`src/sv/laser_stripe_column_centroid_core_macros.svh`:
```
// ---------------------------------------------------------------------------
// Assertion macros for the laser stripe column centroid core
// Concurrent checks clocked on clock, held off during reset.
// ---------------------------------------------------------------------------
`ifndef LASER_STRIPE_COLUMN_CENTROID_CORE_MACROS_SVH
`define LASER_STRIPE_COLUMN_CENTROID_CORE_MACROS_SVH

// cond holds in the same cycle as trig
`define LSCC_ASSERT_SAME(label, trig, cond, msg) \
   label: assert property (@(posedge clock) disable iff (reset) (trig) |-> (cond)) \
      else $error(msg);

// cond holds in the cycle after trig
`define LSCC_ASSERT_NEXT(label, trig, cond, msg) \
   label: assert property (@(posedge clock) disable iff (reset) (trig) |=> (cond)) \
      else $error(msg);

`endif

```
`src/sv/lscc_pkg.sv`:
```
// ---------------------------------------------------------------------------
// lscc_pkg
// Types and fixed constants shared by the column centroid core and its divider.
// ---------------------------------------------------------------------------
package lscc_pkg;

   localparam int PIX_W      = 8;
   localparam int SUM_W      = 22;
   localparam int HIT_W      = 12;
   localparam int COL_OUT_W  = 11;
   localparam int CENTER_W   = 19;
   localparam int CSR_IDX_W  = 2;
   localparam int CSR_DATA_W = 12;
   localparam int SIZE_W     = 12;

   localparam logic [CSR_IDX_W-1:0] CSR_THRESHOLD = 2'd0;
   localparam logic [CSR_IDX_W-1:0] CSR_WIDTH     = 2'd1;
   localparam logic [CSR_IDX_W-1:0] CSR_HEIGHT    = 2'd2;

   localparam logic [PIX_W-1:0]  THRESHOLD_RESET = 8'd230;
   localparam logic [SIZE_W-1:0] WIDTH_RESET     = 12'd1280;
   localparam logic [SIZE_W-1:0] HEIGHT_RESET    = 12'd1024;

   typedef enum logic [2:0] {
      ST_IDLE,
      ST_UPDATE,
      ST_DIVIDE,
      ST_PUSH
   } lscc_state_type;

   typedef struct packed {
      logic start;
   } lscc_div_ctrl_type;

   typedef struct packed {
      logic busy;
      logic done;
   } lscc_div_stat_type;

endpackage

```
`src/sv/lscc_divider.sv`:
```
// ---------------------------------------------------------------------------
// lscc_divider
// Restoring divider, one quotient bit per cycle, for the mean hit row.
// ---------------------------------------------------------------------------
module lscc_divider
   import lscc_pkg::*;
#(
   parameter int DVD_W = 30
) (
   input  logic               clock,
   input  logic               reset,
   input  lscc_div_ctrl_type  ctrl,
   input  logic [DVD_W-1:0]   dividend,
   input  logic [HIT_W-1:0]   divisor,
   output lscc_div_stat_type  stat,
   output logic [DVD_W-1:0]   quotient
);

   localparam int STEP_W = $clog2(DVD_W + 1);

   logic [DVD_W-1:0]  quo_ff, quo_in;
   logic [HIT_W-1:0]  rem_ff, rem_in;
   logic [HIT_W-1:0]  div_ff, div_in;
   logic [STEP_W-1:0] step_ff, step_in;
   logic              busy_ff, busy_in;
   logic              done_ff, done_in;
   logic [HIT_W:0]    shifted;
   logic [HIT_W:0]    diff;
   logic              fits;

   assign shifted = {rem_ff, quo_ff[DVD_W-1]};
   assign diff    = shifted - {1'b0, div_ff};
   assign fits    = shifted >= {1'b0, div_ff};

   always_comb begin
      quo_in  = quo_ff;
      rem_in  = rem_ff;
      div_in  = div_ff;
      step_in = step_ff;
      busy_in = busy_ff;
      done_in = 1'b0;
      if (ctrl.start) begin
         quo_in  = dividend;
         rem_in  = '0;
         div_in  = divisor;
         step_in = STEP_W'(DVD_W);
         busy_in = 1'b1;
      end else if (busy_ff) begin
         // shift in the next dividend bit, subtract when the divisor fits
         rem_in  = fits ? diff[HIT_W-1:0] : shifted[HIT_W-1:0];
         quo_in  = {quo_ff[DVD_W-2:0], fits};
         step_in = step_ff - 1'b1;
         if (step_ff == STEP_W'(1)) begin
            busy_in = 1'b0;
            done_in = 1'b1;
         end
      end
   end

   always_ff @(posedge clock) begin
      if (reset) begin
         busy_ff <= 1'b0;
         done_ff <= 1'b0;
         step_ff <= '0;
      end else begin
         busy_ff <= busy_in;
         done_ff <= done_in;
         step_ff <= step_in;
      end
   end

   always_ff @(posedge clock) begin
      quo_ff <= quo_in;
      rem_ff <= rem_in;
      div_ff <= div_in;
   end

   assign stat.busy = busy_ff;
   assign stat.done = done_ff;
   assign quotient  = quo_ff;

endmodule

```
`config.mk`:
```
export PLATFORM = sky130hd
export DESIGN_NAME = lscc_divider
export DESIGN_NICKNAME = d
export VERILOG_FILES = /design/src/sv/laser_stripe_column_centroid_core_macros.svh /design/src/sv/lscc_pkg.sv /design/src/sv/lscc_divider.sv
export SDC_FILE = /design/constraint.sdc
export NUM_CORES = 1
export LEC_CHECK = 0
export ABC_AREA = 1
export BUFFER_PORTS_ARGS = -buffer_cell sky130_fd_sc_hd__clkbuf_2
export CAP_MARGIN = 20
export CORE_UTILIZATION = 35
export CTS_BUF_LIST = sky130_fd_sc_hd__clkbuf_16
export CTS_CLUSTER_DIAMETER = 80
export CTS_CLUSTER_SIZE = 40
export DETAILED_ROUTE_END_ITERATION = 12
export PLACE_DENSITY = 0.56
export SYNTH_ARGS = -nofsm -noshare
export SYNTH_HDL_FRONTEND = slang
export SYNTH_SLANG_ARGS = --single-unit
export TNS_END_PERCENT = 5
```
`constraint.sdc`:
```
create_clock -name clock -period 2.4 [get_ports clock]
set_input_delay 0.36 -clock clock [delete_from_list [all_inputs] [get_ports clock]]
set_output_delay 0.36 -clock clock [all_outputs]
set_load 0.1 [all_outputs]
```
==> flow_summary.yaml <==
route:
  first_iter_violations: 176
  wl_um: 8020
  drc: 0
  viasPerCell: 4.51
  firstDrtPassIters: 4
  ant_nets: 0
  wl_per_cell_um: 12.7
  vias: 2855
cts:
  clock_path_buffers: 2
  clkLatencyLatePin_ns: 0.32
  clock_tree.root_cell: "clkbuf_16"
  cts_num_sinks: 61
  ctsResizeCount: 0
  cts-htree-levels: 3
  post_cts_buffers: 0
  cts_buffers: 9
  ctsHoldBuffers: 0
  path_clk_slew_ns: 0.05
  tritoncts: "yes"
worst_setup_path:
  r2r_slack_ns: 0.35
  worst-endpoint-arrival_ns: 2.12
  r2r_start: "div_ff[2]"
  r2r-end: "quotient[0]"
  critPathLaunch: "div_ff[2]"
  cp.required_ns: 2.47
  cp-start-kind: "flip-flop"
  worstRegToRegCells: 10
  endpoint_kind: "flip-flop"
  worst-path-max-fanout: 14
  critical_path_class: "flip-flop to flip-flop"
  cp-endpoint: "quotient[0]"
place:
  dpl.hpwl_um: 5750
  place_area_um2: 3890
  place.gp.congestion: 0.872
  port_buffers: 76
final_layout:
  drive_above_1_share_pct: 22.9
  nNetsFinal: 558
  fin_util_pct: 45.0
  design_area_um2: 4180
  multi_input_area_um2: 1430
  syn_to_final_growth_pct: 24.1
  final_common_cell: "nand2_1"
  regArea_um2: 1640
  final_cell_mix: "nand2_1, clkbuf_2, inv_1, edfxtp_1, nand3_1"
  nFillCells: 973
yosys:
  postSynthCellCount: 419
  syn-cell-area_um2: 3370
  synth_flop_cell: "edfxtp_1"
  postSynthNetCount: 479
  synth_edf_count: 42
  synth_cell_types: 33
  yosys_warnings: 0
  synth_seq_area_share_pct: 48.8
  synth.avg_cell_area_um2: 8.03
  async_flop_share_pct: 0
  ys_ff_latch: 61
global_routing:
  grt_pass1_wl_um: 13300
  grtUsageTotal_pct: 17.1
  grt_use_met3_pct: 4.81
  grt.busiest_layer: "met2"
  antenna_found_initial: 1
  grt_max_degree: 33
  gr-total-overflow: 0
  gr-usage-met2_pct: 27.2
  grt_pass1_vias: 2759
  use_met1_pct: 21.9
sta:
  post-route-period-util_pct: 85.5
  fmaxAchievable_mhz: 487
  skew_ns: 0.00696
  tightest_slew_ns: 0.970
  setup_viol_count_final: 0
  maxSlewHeadroom_pct: 35.3
  finalHoldViolations: 0
  rsz0062_at_grt: "no"
  maxSlewViolCount: 0
  fin_crit_ns: 2.05
  tns_ns: 0
floorplanning:
  rows: 35
  fp.coreArea_um2: 9280
  io-pin-count: 77
  start_util_pct: 36.3
  die_w_um: 100
  die_area_um2: 10000
  fp.dieH_um: 100
flow_run:
  maxCapViolCount: 0
hold_path:
  min_path_type: "primary input to flip-flop"
  whs_path_depth: 1
  hold_start: "divisor[10]"
power_and_ir_drop:
  ir_drop_mv: 0.374
  leakagePower_nw: 2.15
  power.density_nw_per_um2: 775
run_status:
  outcome: "finished clean"
## worst max-delay path, stage by stage, from the launching register on
cell	delay (ns)
edfxtp_1	0.33
inv_1	0.04
ha_1	0.35
nand2_1	0.09
nand2_1	0.06
nand2_1	0.10
nand3_2	0.11
nand2_2	0.27
nand3_4	0.25
nand2_1	0.13
nand2_1	0.06
## kinds of logic (layout without fill, tap and decap cells)
family | count (synthesis) | count (layout) | share of synthesized area (%)
and+or+nand+nor | 250 | 250 | 32.4
buffers and inverters | 75 | 159 | 9.03
DFF | 61 | 61 | 48.8
adders and majority gates | 15 | 15 | 5.80
AOI/OAI and AO/OA | 13 | 13 | 2.68
xor gates and xnor gates | 5 | 5 | 1.30
other | 0 | 1 | 0
## registers in the layout, indices dropped and copies added, names as in the netlist
| register | count |
|---|---|
| quotient | 30 |
| div_ff | 12 |
| rem_ff | 12 |
| step_ff | 5 |
| busy_ff | 1 |
| done_ff | 1 |
## how the worst min path moves through the flow
stage                 end
2_1_floorplan  step_ff[3]
3_3_place_gp    rem_ff[1]
3_5_place_dp    rem_ff[0]
4_1_cts        div_ff[11]
5_1_grt        div_ff[11]
6_report       div_ff[10]
## where the power goes
part / leakage (nW) / switching, mW / internal, mW
Combinational: 1.42 / 0.585 / 0.141
Clock: 0.145 / 0.455 / 0.788
Sequential: 0.581 / 0.0437 / 1.22
Total: 2.15 / 1.08 / 2.15
## through the flow
step           setup slack (ns)  power [mW]  instances  hold slack [ns]
5_1_grt                   0.215        3.37        633            0.194
6_report                  0.348        3.24        633            0.211
3_5_place_dp              0.360        2.01        616            0.465
3_3_place_gp              0.429        2.01        616            0.462
2_1_floorplan            0.0163        1.86        419            0.429
4_1_cts                   0.346        3.27        632            0.198
## area by class of cell
class | instances | area share, %
Antenna cell | 1 | 0.0599
Clock buffer | 9 | 5.39
Clock inverter | 7 | 1.41
Inverter | 60 | 5.39
Multi-Input combinational cell | 283 | 34.2
Sequential cell | 61 | 39.3
Tap cell | 129 | 3.87
Timing Repair Buffer | 83 | 10.4
## cells in the mapped netlist (2+ instances only)
cell | n | share of area [%]
buf_2 | 3 | 0.45
buf_4 | 3 | 0.67
xnor2_1 | 4 | 1.0
a21oi_1 | 4 | 0.59
nand3_2 | 5 | 1.5
inv_2 | 2 | 0.22
nand2_2 | 3 | 0.56
dfxtp_1 | 19 | 11
ha_1 | 14 | 5.2
edfxtp_1 | 42 | 37
inv_1 | 58 | 6.5
nor3_2 | 2 | 0.59
clkbuf_1 | 8 | 0.89
nor2_1 | 18 | 2.0
a31oi_1 | 2 | 0.37
nand3_1 | 24 | 3.6
o21ai_0 | 2 | 0.30
nand4_1 | 15 | 2.8
nor2_2 | 2 | 0.37
nand2_1 | 176 | 20
## routing by layer
| layer | part of all wire, % | vias up |
|---|---|---|
| li1 | - | 1491 |
| met3 | 7.0 | 14 |
| met5 | 0 | - |
| met1 | 45 | 1253 |
| met2 | 45 | 97 |
| met4 | 2.2 | 0 |
No activity file was read; power rests on OpenSTA's default activity.
